<file path="src/rtl/pts_pkg.sv">
`timescale 1ns / 1ps

package pts_pkg;

	localparam int LEVELS    = 3;
	localparam int QDEPTH    = 16;
	localparam int PTR_W     = 4;
	localparam int CNT_W     = 5;
	localparam int ID_W      = 5;
	localparam int TAG_W     = 16;
	localparam int QUANTUM_W = 16;
	localparam int LEVEL_W   = 2;
	localparam int MAX_TASKS = 16;

	typedef enum logic [1:0] {
		OP_TICK     = 2'd0,
		OP_REGISTER = 2'd1,
		OP_EXIT     = 2'd2
	} opcode_t;

	localparam logic [LEVEL_W-1:0] LVL_HIGH   = 2'd0;
	localparam logic [LEVEL_W-1:0] LVL_MEDIUM = 2'd1;
	localparam logic [LEVEL_W-1:0] LVL_LOW    = 2'd2;

	typedef struct packed {
		logic [1:0]       opcode;
		logic [1:0]       priority_req;
		logic [TAG_W-1:0] task_tag;
	} item_t;

	typedef struct packed {
		logic             running_valid;
		logic [ID_W-1:0]  running_id;
		logic [TAG_W-1:0] running_tag;
		logic             switched;
		logic             register_ok;
		logic [ID_W-1:0]  assigned_id;
	} result_t;

	typedef struct packed {
		logic [ID_W-1:0]  id;
		logic [TAG_W-1:0] tag;
	} entry_t;

endpackage

</file>
<file path="src/rtl/pts_queue.sv">
`timescale 1ns / 1ps

module pts_queue (
	input  logic                  clk,
	input  logic                  arst_n,
	input  logic                  push,
	input  pts_pkg::entry_t       push_entry,
	input  logic                  pop,
	output logic [pts_pkg::CNT_W-1:0] count,
	output pts_pkg::entry_t       head_entry
);
	import pts_pkg::*;

	entry_t             mem_q [QDEPTH];
	logic [PTR_W-1:0]   head_q;
	logic [PTR_W-1:0]   tail_q;
	logic [CNT_W-1:0]   count_q;

	// Entry storage needs no reset; only counted entries are ever used.
	always_ff @(posedge clk) begin
		if (push) begin
			mem_q[tail_q] <= push_entry;
		end
	end

	always_ff @(posedge clk or negedge arst_n) begin
		if (!arst_n) begin
			head_q  <= '0;
			tail_q  <= '0;
			count_q <= '0;
		end else begin
			if (push) begin
				tail_q <= tail_q + PTR_W'(1);
			end
			if (pop) begin
				head_q <= head_q + PTR_W'(1);
			end
			if (push && !pop) begin
				count_q <= count_q + CNT_W'(1);
			end else if (pop && !push) begin
				count_q <= count_q - CNT_W'(1);
			end
		end
	end

	assign count      = count_q;
	assign head_entry = mem_q[head_q];

endmodule

</file>
<file path="src/rtl/three_level_priority_task_scheduler_unit.sv">
`timescale 1ns / 1ps
// A word taken into the input register is decoded there, and its result word is captured
// in the result register and offered from it; a refused result holds the next word back.
// Throughput: one word per cycle while results drain, as each word takes one registered pass.
// Reset (arst_n low, asynchronous): all queues empty, no task running, next id 1,
// task count 0, default quantum 1. Queue entry storage is not reset.
module three_level_priority_task_scheduler_unit (
	input  logic             clk,
	input  logic             arst_n,
	input  logic             item_valid,
	output logic             item_ready,
	input  pts_pkg::item_t   item,
	output logic             result_valid,
	input  logic             result_ready,
	output pts_pkg::result_t result,
	input  logic             cfg_valid,
	output logic             cfg_ready,
	input  logic [pts_pkg::QUANTUM_W-1:0] cfg_data
);
	import pts_pkg::*;

	// Input register stage.
	item_t item_s1;
	logic  valid_s1;

	// Result register stage.
	result_t result_s2;
	logic    valid_s2;

	// Configuration and scheduler state.
	logic [QUANTUM_W-1:0] default_quantum_q;
	logic [ID_W-1:0]      cur_id_q;
	logic [TAG_W-1:0]     cur_tag_q;
	logic [LEVEL_W-1:0]   cur_level_q;
	logic [QUANTUM_W-1:0] cur_quantum_q;
	logic                 cur_done_q;
	logic [ID_W-1:0]      next_id_q;
	logic [CNT_W-1:0]     task_count_q;

	// Queue interface.
	logic [CNT_W-1:0] q_count [LEVELS];
	entry_t           q_head  [LEVELS];
	logic [LEVELS-1:0] q_full;
	logic [LEVELS-1:0] q_push;
	logic [LEVELS-1:0] q_pop;

	// Decode of the word in the input register.
	logic                 advance;
	logic                 push_valid;
	logic [LEVEL_W-1:0]   push_level;
	entry_t               push_entry;
	logic                 do_pick;
	logic                 reg_ok;
	logic [LEVEL_W-1:0]   req_level;
	logic                 cur_full;
	logic [QUANTUM_W-1:0] quantum_nxt;
	logic                 done_nxt;

	// Pick of the next running task.
	logic [LEVELS-1:0]  eff_nonempty;
	entry_t             eff_head [LEVELS];
	logic               pick_found;
	logic [LEVEL_W-1:0] pick_level;
	entry_t             pick_entry;

	logic [ID_W-1:0]      id_new;
	logic [TAG_W-1:0]     tag_new;
	logic [LEVEL_W-1:0]   level_new;
	logic [QUANTUM_W-1:0] quantum_new;
	logic                 done_new;

	// The input register moves forward whenever the result register is empty or is being
	// drained in the same cycle, so a finished result holds back the next word only while
	// the receiver refuses it.
	assign advance    = valid_s1 && (!valid_s2 || result_ready);
	assign item_ready = !valid_s1 || advance;
	assign cfg_ready  = 1'b1;

	always_ff @(posedge clk or negedge arst_n) begin
		if (!arst_n) begin
			valid_s1 <= 1'b0;
		end else if (item_ready) begin
			valid_s1 <= item_valid;
		end
	end

	always_ff @(posedge clk) begin
		if (item_ready && item_valid) begin
			item_s1 <= item;
		end
	end

	always_ff @(posedge clk or negedge arst_n) begin
		if (!arst_n) begin
			default_quantum_q <= QUANTUM_W'(1);
		end else if (cfg_valid && cfg_ready) begin
			default_quantum_q <= cfg_data;
		end
	end

	// Three ready queues, one per priority level.
	for (genvar l = 0; l < LEVELS; l++) begin : g_queue
		pts_queue u_queue (
			.clk        (clk),
			.arst_n     (arst_n),
			.push       (q_push[l]),
			.push_entry (push_entry),
			.pop        (q_pop[l]),
			.count      (q_count[l]),
			.head_entry (q_head[l])
		);
		assign q_full[l] = (q_count[l] == CNT_W'(QDEPTH));
		assign q_push[l] = advance && push_valid && (push_level == LEVEL_W'(l));
		assign q_pop[l]  = advance && do_pick && pick_found && (pick_level == LEVEL_W'(l));
		// A requeue into an empty queue is visible to the pick in the same pass.
		assign eff_nonempty[l] = (q_count[l] != '0) || q_push[l];
		assign eff_head[l]     = (q_count[l] == '0) ? push_entry : q_head[l];
	end

	// Priority code 3 folds into the low level.
	assign req_level = (item_s1.priority_req >= LVL_LOW) ? LVL_LOW : item_s1.priority_req;

	always_comb begin
		unique case (cur_level_q)
			LVL_HIGH:   cur_full = q_full[0];
			LVL_MEDIUM: cur_full = q_full[1];
			default:    cur_full = q_full[2];
		endcase
	end

	// Decide what the word does: which entry goes into which queue, whether a pick runs,
	// and how the running task's quantum and done flag move.
	always_comb begin
		push_valid       = 1'b0;
		push_level       = cur_level_q;
		push_entry.id    = cur_id_q;
		push_entry.tag   = cur_tag_q;
		do_pick          = 1'b0;
		reg_ok           = 1'b0;
		quantum_nxt      = cur_quantum_q;
		done_nxt         = cur_done_q;
		case (item_s1.opcode)
			OP_TICK: begin
				priority if (cur_id_q == '0) begin
					do_pick = 1'b1;
				end else if (cur_quantum_q != '0) begin
					quantum_nxt = cur_quantum_q - QUANTUM_W'(1);
				end else if (cur_done_q) begin
					do_pick = 1'b1;
				end else if (!cur_full) begin
					push_valid = 1'b1;
					do_pick    = 1'b1;
				end else begin
					// Its own queue is full: the task keeps running with a fresh quantum.
					quantum_nxt = default_quantum_q;
				end
			end
			OP_REGISTER: begin
				if ((task_count_q < CNT_W'(MAX_TASKS)) && !q_full[req_level]) begin
					push_valid     = 1'b1;
					push_level     = req_level;
					push_entry.id  = next_id_q;
					push_entry.tag = item_s1.task_tag;
					reg_ok         = 1'b1;
				end
			end
			OP_EXIT: begin
				if (cur_id_q != '0) begin
					done_nxt = 1'b1;
				end
			end
			default: begin
			end
		endcase
	end

	// Highest nonempty queue wins.
	always_comb begin
		priority if (eff_nonempty[0]) begin
			pick_found = 1'b1;
			pick_level = LVL_HIGH;
			pick_entry = eff_head[0];
		end else if (eff_nonempty[1]) begin
			pick_found = 1'b1;
			pick_level = LVL_MEDIUM;
			pick_entry = eff_head[1];
		end else if (eff_nonempty[2]) begin
			pick_found = 1'b1;
			pick_level = LVL_LOW;
			pick_entry = eff_head[2];
		end else begin
			pick_found = 1'b0;
			pick_level = LVL_HIGH;
			pick_entry = '0;
		end
	end

	always_comb begin
		id_new      = cur_id_q;
		tag_new     = cur_tag_q;
		level_new   = cur_level_q;
		quantum_new = quantum_nxt;
		done_new    = done_nxt;
		if (do_pick) begin
			if (pick_found) begin
				id_new      = pick_entry.id;
				tag_new     = pick_entry.tag;
				level_new   = pick_level;
				quantum_new = default_quantum_q;
			end else begin
				// Nothing ready: the scheduler goes idle with all fields cleared.
				id_new      = '0;
				tag_new     = '0;
				level_new   = '0;
				quantum_new = '0;
			end
			done_new = 1'b0;
		end
	end

	always_ff @(posedge clk or negedge arst_n) begin
		if (!arst_n) begin
			cur_id_q      <= '0;
			cur_tag_q     <= '0;
			cur_level_q   <= '0;
			cur_quantum_q <= '0;
			cur_done_q    <= 1'b0;
			next_id_q     <= ID_W'(1);
			task_count_q  <= '0;
		end else if (advance) begin
			cur_id_q      <= id_new;
			cur_tag_q     <= tag_new;
			cur_level_q   <= level_new;
			cur_quantum_q <= quantum_new;
			cur_done_q    <= done_new;
			if (reg_ok) begin
				next_id_q    <= next_id_q + ID_W'(1);
				task_count_q <= task_count_q + CNT_W'(1);
			end
		end
	end

	// Result register: the word reports the state left behind by the item.
	always_ff @(posedge clk or negedge arst_n) begin
		if (!arst_n) begin
			valid_s2 <= 1'b0;
		end else if (advance) begin
			valid_s2 <= 1'b1;
		end else if (result_ready) begin
			valid_s2 <= 1'b0;
		end
	end

	always_ff @(posedge clk) begin
		if (advance) begin
			result_s2.running_valid <= (id_new != '0);
			result_s2.running_id    <= id_new;
			result_s2.running_tag   <= tag_new;
			result_s2.switched      <= (item_s1.opcode == OP_TICK) && (id_new != cur_id_q);
			result_s2.register_ok   <= reg_ok;
			result_s2.assigned_id   <= reg_ok ? next_id_q : '0;
		end
	end

	assign result_valid = valid_s2;
	assign result       = result_s2;

endmodule
</file>
<file path="config.mk">
export PLATFORM = sky130hd
export DESIGN_NAME = three_level_priority_task_scheduler_unit
export DESIGN_NICKNAME = d
export VERILOG_FILES = /design/src/rtl/pts_pkg.sv /design/src/rtl/pts_queue.sv /design/src/rtl/three_level_priority_task_scheduler_unit.sv
export SDC_FILE = /design/constraint.sdc
export NUM_CORES = 1
export LEC_CHECK = 0
export BUFFER_PORTS_ARGS = -buffer_cell sky130_fd_sc_hd__buf_2
export CORE_UTILIZATION = 35
export CTS_BUF_LIST = sky130_fd_sc_hd__clkbuf_8
export DETAILED_ROUTE_END_ITERATION = 8
export GPL_TIMING_DRIVEN = 0
export PLACE_DENSITY = 0.54
export SLEW_MARGIN = 10
export SYNTH_ARGS = -nofsm -noshare
export SYNTH_HDL_FRONTEND = slang
export SYNTH_SLANG_ARGS = --single-unit
</file>
<file path="constraint.sdc">
create_clock -name clk -period 4.34 [get_ports clk]
set_input_delay 0.434 -clock clk [delete_from_list [all_inputs] [get_ports clk]]
set_output_delay 0.434 -clock clk [all_outputs]
set_load 0.01 [all_outputs]
</file>
Word-level counts from Yosys, hierarchy flattened

Memories as Yosys holds them, arrays and structs flattened.
Cells that the tools add are included.

Equality and inequality tests: 13
Multiplexer cells: 60
Magnitude comparators: 3
Add/sub/neg operators: 15
Reductions and logical operators: 59

Operator list:

| operator                                                               | number |
|---|---|
| 21-bit 2-to-1 mux                                                      | 8 |
| 16-bit 2-to-1 mux                                                      | 9 |
| 5-bit 2-to-1 mux                                                       | 8 |
| 5-bit by 1-bit adder with 5-bit output (second input constant)         | 5 |
| 1-bit 2-to-1 mux                                                       | 25 |
| 5-bit nonzero test                                                     | 5 |
| 4-bit by 1-bit adder with 4-bit output (second input constant)         | 6 |
| 5-bit zero test                                                        | 4 |
| 1-bit logical AND                                                      | 19 |
| 16-bit nonzero test                                                    | 1 |
| 16-bit by 1-bit subtractor with 16-bit output (second input constant)  | 1 |
| 5-bit equality test (second input constant)                            | 3 |
| 5-bit by 1-bit subtractor with 5-bit output (second input constant)    | 3 |
| 2-bit 2-to-1 mux                                                       | 7 |
| 2-bit nonzero test                                                     | 7 |
| 1-bit zero test                                                        | 9 |
| 2-bit by 1-bit equality test with 1-bit output (second input constant) | 4 |
| 2-bit zero test                                                        | 4 |
| 2-bit equality test (second input constant)                            | 3 |
| 1-bit logical OR                                                       | 5 |
| 5-bit less-than comparator (second input constant)                     | 1 |
| 5-bit != test                                                          | 1 |
| 5-bit AND reduction                                                    | 1 |
| 1-bit one-hot mux with 2 select lines                                  | 2 |
| other kinds (8)                                                        | 9 |

Bits in writable memories: 1,008
Word-level logic and storage cells: 181
Output and inout bits: 32
Bits in registers: 156
Input bits: 41
Memories kept: 3

Memories:

| memory                   | words | bits a word | read ports | clocked after memory_dff | wr ports | RTL line        | text |
|---|---|---|---|---|---|---|---|
| g_queue[0].u_queue.mem_q | 16    | 21          | 1          | 0                        | 1        | pts_queue.sv:14 | `entry_t mem_q [QDEPTH];` |
| g_queue[1].u_queue.mem_q | 16    | 21          | 1          | 0                        | 1        | pts_queue.sv:14 |  |
| g_queue[2].u_queue.mem_q | 16    | 21          | 1          | 0                        | 1        | pts_queue.sv:14 |  |

Depth between registers and ports, before layout

Word-level depth: 19
Depth in mapped cells: 20
Depth with buffers taken out: 19

Hierarchy

A second synthesis with hierarchy kept.

Cells, all modules: 2,462
Area, all modules: 46,519.6 sq um

Modules (own cells, without submodules):

| module                                   | sequential area each (sq um) | area each (sq um) | cells each | instances |
|---|---|---|---|---|
| pts_queue at g_queue[1].u_queue ...      | 10,415.0                     | 13,427.9          | 607        | 2 |
| pts_queue at g_queue[0].u_queue          | 10,415.0                     | 13,384.1          | 607        | 1 |
| three_level_priority_task_scheduler_unit | 3,175.5                      | 6,279.8           | 641        | 1 |

Worst setup path after synthesis

No wires, ideal clock.

Path kind: reg-to-reg
Start point: register g_queue[1].u_queue.count_q[0]
End point: memory g_queue[1].u_queue.mem_q[3][0] in the netlist's numbering, enable pin
Slack: -0.005 ns
Buffers on the path: 1
Arrival time: 3.920 ns
Required time: 3.915 ns
Stages on the path, launching flop included: 9
Setup time: 0.425 ns
Clock period less this slack: 4.345 ns
Cells stage by stage: dfrtp_1 -> or4_4 -> o221a_4 -> o311a_1 -> or2_1 -> inv_1 -> clkbuf_1 -> nand2_1 -> nor3_1

Longest elaborated chain between the ends: 11
Elaborated cells on any way between the ends: 19
Those cells by class: 2 x eq/ne; 13 x mux; 4 x reduce/logical

RTL lines:

| what                                                                                                      | RTL line                                                                                         | text |
|---|---|---|
| from (decl)                                                                                               | pts_queue.sv:17                                                                                  | `logic [CNT_W-1:0] count_q;` |
| from (signal assigned)                                                                                    | pts_queue.sv:39                                                                                  | `count_q <= count_q + CNT_W'(1);` |
| from (signal assigned)                                                                                    | pts_queue.sv:41                                                                                  | `count_q <= count_q - CNT_W'(1);` |
| 5-bit equality test *                                                                                     | three_level_priority_task_scheduler_unit.sv:112                                                  | `assign q_full[l] = (q_count[l] == CNT_W'(QDEPTH));` |
| 1-bit one-hot mux with 2 select lines / 1-bit binary-select mux with 2-bit select (equally long branches) | three_level_priority_task_scheduler_unit.sv:124, three_level_priority_task_scheduler_unit.sv:159 |  |
| 1-bit 2-to-1 mux (on tied branches)                                                                       | three_level_priority_task_scheduler_unit.sv:150, three_level_priority_task_scheduler_unit.sv:159 |  |
| 1-bit 2-to-1 mux / 1-bit zero test (equally long branches)                                                | three_level_priority_task_scheduler_unit.sv:148, three_level_priority_task_scheduler_unit.sv:159 |  |
| 1-bit 2-to-1 mux / 1-bit logical AND (equally long branches)                                              | three_level_priority_task_scheduler_unit.sv:146, three_level_priority_task_scheduler_unit.sv:159 |  |
| 1-bit 2-to-1 mux (tied with other cells)                                                                  | three_level_priority_task_scheduler_unit.sv:144                                                  | `priority if (cur_id_q == '0) begin` |
| 1-bit one-hot mux with 2 select lines / 2-bit 2-to-1 mux (equally long branches)                          | three_level_priority_task_scheduler_unit.sv:142                                                  | `case (item_s1.opcode)` |
| 1-bit logical AND / 2-bit by 1-bit equality test with 1-bit output (equally long branches)                | three_level_priority_task_scheduler_unit.sv:113                                                  | `assign q_push[l] = advance && push_valid && (push_level == LEVEL_W'(l));` |
| 1-bit logical AND *                                                                                       | three_level_priority_task_scheduler_unit.sv:113                                                  |  |
| net g_queue[1].u_queue.push                                                                               | pts_queue.sv:6                                                                                   | `input logic push,` |
| 1-bit 2-to-1 mux *                                                                                        | pts_queue.sv:21                                                                                  | `if (push) begin` |
| 1-bit 2-to-1 mux (not written as such) *                                                                  | pts_queue.sv:22                                                                                  | `mem_q[tail_q] <= push_entry;` |
| to (decl)                                                                                                 | pts_queue.sv:14                                                                                  |  |

The timed path passes the listed nets; every way through them passes the cells marked *. The select of a mux whose other input is x is not followed.

Final worst setup path

Start point: register g_queue[0].u_queue.head_q[1]
End point: register result_s2 (netlist bit result[17]) (data pin)

Longest elaborated chain between the ends: 5

RTL lines:

| what                    | RTL line                                        | text |
|---|---|---|
| from (decl)             | pts_queue.sv:15                                 | `logic [PTR_W-1:0] head_q;` |
| from (signal assigned)  | pts_queue.sv:36                                 | `head_q <= head_q + PTR_W'(1);` |
| memory read 16 x 21 bit | --                                              |  |
| 21-bit 2-to-1 mux       | three_level_priority_task_scheduler_unit.sv:117 | `assign eff_head[l] = (q_count[l] == '0) ? push_entry : q_head[l];` |
| 21-bit 2-to-1 mux       | three_level_priority_task_scheduler_unit.sv:179 | `priority if (eff_nonempty[0]) begin` |
| 16-bit 2-to-1 mux       | three_level_priority_task_scheduler_unit.sv:205 | `if (pick_found) begin` |
| 16-bit 2-to-1 mux       | three_level_priority_task_scheduler_unit.sv:204 | `if (do_pick) begin` |
| net tag_new[10]         | three_level_priority_task_scheduler_unit.sv:67  | `logic [TAG_W-1:0] tag_new;` |
| to (decl)               | three_level_priority_task_scheduler_unit.sv:27  | `result_t result_s2;` |

The timed path passes the listed nets, and every way through them passes these cells.
A chain may end at the register's enable or synchronous reset.

==> flow_summary_export.csv <==
group,metric,value,unit
yosys,yosys_warnings,0,
worst_setup_path,max_stage_delay,0.58,ns
clocking,cts_made_buffers,187,
sta,worstMarginPinSlew,1.04,ns
clocking,cts.path.max_buffers,3,
die,initial_utilization,0.353,
worst_hold_path,hold_start,"cfg_valid",
yosys,synth-edff-count,1057,
global_route,grt_pass1_wl,177000,um
sta,slew_viol_final,0,
routing,wl_per_cell,26.4,um
worst_setup_path,worstSetupPathType,"reg2reg",
placed_design,routabilityCongestion,0.849,
placed_design,dp_hpwl,77100,um
worst_setup_path,cp_slowest_cell,"a221oi_1",
flow_run,drv_cap,0,
sta,period_minus_slack,4.23,ns
worst_hold_path,hold_path_end,"default_quantum_q[3]",
routing,vias,24400,
clocking,cts.clk_slew.worst_paths,0.06,ns
power_and_ir_drop,p_per_area,513,nW/um2
finish,fin_nets,2767,
worst_hold_path,hold_class,"in2reg",
clocking,cts-root-buf,"clkbuf_8",
power_and_ir_drop,swShare,0.290,
power_and_ir_drop,internal_power,19700,uW
yosys,syn_area,46500,um2
sta,slew_headroom,0.307,
power_and_ir_drop,power_frac_seq,0.515,
worst_setup_path,required,4.90,ns
power_and_ir_drop,switchingPower,8050,uW
sta,fmax,237,MHz
yosys,async_reset_ff_frac,0.0919,
global_route,grt_use_met1,0.230,
clocking,cts_sinks,1164,
worst_setup_path,start_kind,"register",
routing,ant_nets,0,
routing,drtIter0Drc,2257,
worst_setup_path,critPathArrivalTime,4.79,ns
sta,grt_setup_unrepaired,"yes",
finish,fin_cells,4604,
finish,drive_gt1_frac,0.274,
global_route,grt_use_met3,0.0387,
worst_setup_path,setup.worst_path.end_class,"register",
global_route,grt_max_degree,76,
yosys,synth_seq_area_share,0.741,
finish,design_area,54100,um2
outcome,status,"finished, final reports clean",
worst_setup_path,r2r_end,"result[17]",
yosys,syn_area_per_cell,19.7,um2
die,die_h,366,um
power_and_ir_drop,comb_power_share,0.173,
worst_setup_path,worst-path-max-fanout,10,
yosys,synthTopCellsByCount,"1,057 x edfxtp_1, 264 x mux4_2, 116 x nand2_1",
sta,fin_crit_sh,0.974,
worst_setup_path,rr_worst_depth,9,
clocking,cts_tree,"done",
placed_design,dpl_cell_area,49900,um2
routing,viasPerCell,5.30,
sta,setup-violations-final,0,
global_route,grt.met2_usage,0.310,
yosys,yosysTopAreaCellShare,0.683,
clocking,htree_levels,4,
finish,syn2layout_area_growth,16.5,%
worst_setup_path,reg2reg_from,"g_queue[0].u_queue.head_q[1]",
die,row_count,133,
sta,final_hold_viol_count,0,
power_and_ir_drop,worst_ir_drop_vdd,334,uV
sta,clock_skew,0.0301,ns
clocking,clock_latency,0.86,ns
global_route,grt_overflow,0,
yosys,synth-seq-cells,1164,
die,coreArea,132000,um2
yosys,ys_types,69,
worst_setup_path,crit_chain,"clkbuf_1 > clkbuf_2 > clkbuf_1 > clkbuf_2 > clkbuf_2 > mux4_2 > a221oi_1 > a221oi_1 > a21o_1",
yosys,synth_cells,2356,
global_route,grt_use_total,0.182,
yosys,synth_flop_cell,"edfxtp_1",
routing,routed_wl,122000,um
global_route,busiest_layer,"met2",
yosys,synth_top_cell_by_area,"edfxtp_1",
placed_design,dp_cells,4217,
yosys,yosysMostFrequentCell,"edfxtp_1",
die,die_w,366,um
yosys,synthTopCellsByArea,"edfxtp_1 68%, mux4_2 13%, dfrtp_1 5.7%, mux2i_1 1.5%, a221oi_1 1.2%",
die,die_area,134000,um2
power_and_ir_drop,power.leakage,0.0180,uW
power_and_ir_drop,p_clk_frac,0.312,
worst_setup_path,crit_top_cell,"clkbuf_2",
routing,drc_errors,0,
yosys,synth_nets,2431,
global_route,grt_pass1_vias,25800,
placed_design,port_buffers,70,
global_route,antenna_found_initial,3,
die,io_pins,73,
worst_hold_path,whs_path_depth,2,
routing,drt_pass1_iterations,5,
worst_setup_path,reg2reg_slack,0.11,ns
placed cells by master, fill, tap and decap left out, types with 59 or more instances in the layout:
cell / instances
mux4_2: 264
inv_1: 90
a221oi_1: 62
clkbuf_1: 59
o21ai_0: 63
clkbuf_8: 198
buf_2: 81
mux2i_1: 69
dfrtp_1: 104
nand2_1: 114
edfxtp_1: 1057
per-layer routing:
| metal | part of all wire | vias to the layer above |
|---|---|---|
| li1 | - | 10400 |
| met2 | 0.51 | 813 |
| met3 | 0.062 | 197 |
| met1 | 0.40 | 13000 |
| met5 | 0 | - |
| met4 | 0.026 | 0 |
per-stage QoR:
stage	hold WS (ns)	util	setup WS [ns]	total power (uW)	TNS, ns
4_1_cts	0.0264	0.410	-0.0695	28000	-0.150
3_5_place_dp	0.345	0.379	-1.39	19200	-38.35
6_report	0.0939	0.411	0.115	27800	0
2_1_floorplan	0.138	-	0.0318	17100	0
3_3_place_gp	0.464	0.372	-2.36	18900	-849.01
5_1_grt	0.0824	0.411	-0.0952	28900	-0.163
kinds of logic after synthesis:
| kind of cell | count (synthesis) | share of synthesized area |
|---|---|---|
| XOR/XNOR | 46 | 0.00867 |
| buffers and inverters | 153 | 0.0132 |
| AO/OA/AOI/OAI | 274 | 0.0424 |
| multiplexers | 375 | 0.153 |
| adder cells (fa/ha/maj) | 34 | 0.00964 |
| flip-flops | 1164 | 0.741 |
| AND/OR/NAND/NOR | 309 | 0.0321 |
| other | 1 | 0.0000807 |
sequential cells by signal (all words and copies together) (netlist names):
register and cells:
default_quantum_q 16, cur_done_q 1, g_queue.u_queue.count 15, result_valid 1, cur_tag_q 16, task_count_q 5, g_queue.u_queue.tail_q 12, g_queue.u_queue.head_q 12
next_id_q 5, cur_level_q 2, item_s1 20, cur_id_q 5, g_queue.u_queue.mem_q 1008, valid_s1 1, result 29, cur_quantum_q 16
cell type report:
type / instances / area, um2
Fill cell: 11600 / 77500
Sequential cell: 1164 / 34400
Multi-Input combinational cell: 1039 / 11900
Timing Repair Buffer: 151 / 1460
Tap cell: 1755 / 2200
Inverter: 29 / 120
Antenna cell: 2 / 5.00
Buffer: 120 / 609
Clock inverter: 146 / 694
Clock buffer: 198 / 2730
how the worst max path moves through the flow:
stage | from | endpoint | slack [ns] | cells past startpoint
final | g_queue[0].u_queue.head_q[1] | result[17] | 0.11 | 9
after global routing | g_queue[1].u_queue.head_q[1] | result[15] | -0.1 | 9
after CTS | g_queue[1].u_queue.count[0] | result[14] | -0.07 | 8
after detailed placement | item_s1[19] | g_queue[1].u_queue.count[4] | -1.39 | 18
after global placement | g_queue[1].u_queue.count[0] | g_queue[1].u_queue.mem_q[2][1] | -2.36 | 8
after floorplan | g_queue[1].u_queue.count[0] | g_queue[1].u_queue.mem_q[0][0] | 0.03 | 8
power groups by stage:
stage | sequential (uW) | clock [uW] | combinational, uW
2_1_floorplan | 14400 | 0 | 2690
3_3_place_gp | 14500 | 0 | 4320
3_5_place_dp | 14600 | 0 | 4640
4_1_cts | 14300 | 8870 | 4790
5_1_grt | 14400 | 9340 | 5180
6_report | 14300 | 8670 | 4810
repair_timing:
action                                  4_1_cts  5_1_grt
buffers inserted                              2        2
hold buffers                                 41        0
gates resized for setup                      77       54
endpoints found under the setup margin      145      182
pin swaps                                     2        1
endpoints found under the hold margin       144        0
worst max-delay path, delay by kind of cell (launching register included):
family,cells,cell delay [ns]
buf+inv,5,2.10
compound gates,3,1.08
mux,1,0.38
flops,1,0.34
Note: power is estimated with default switching activity, not from simulation.
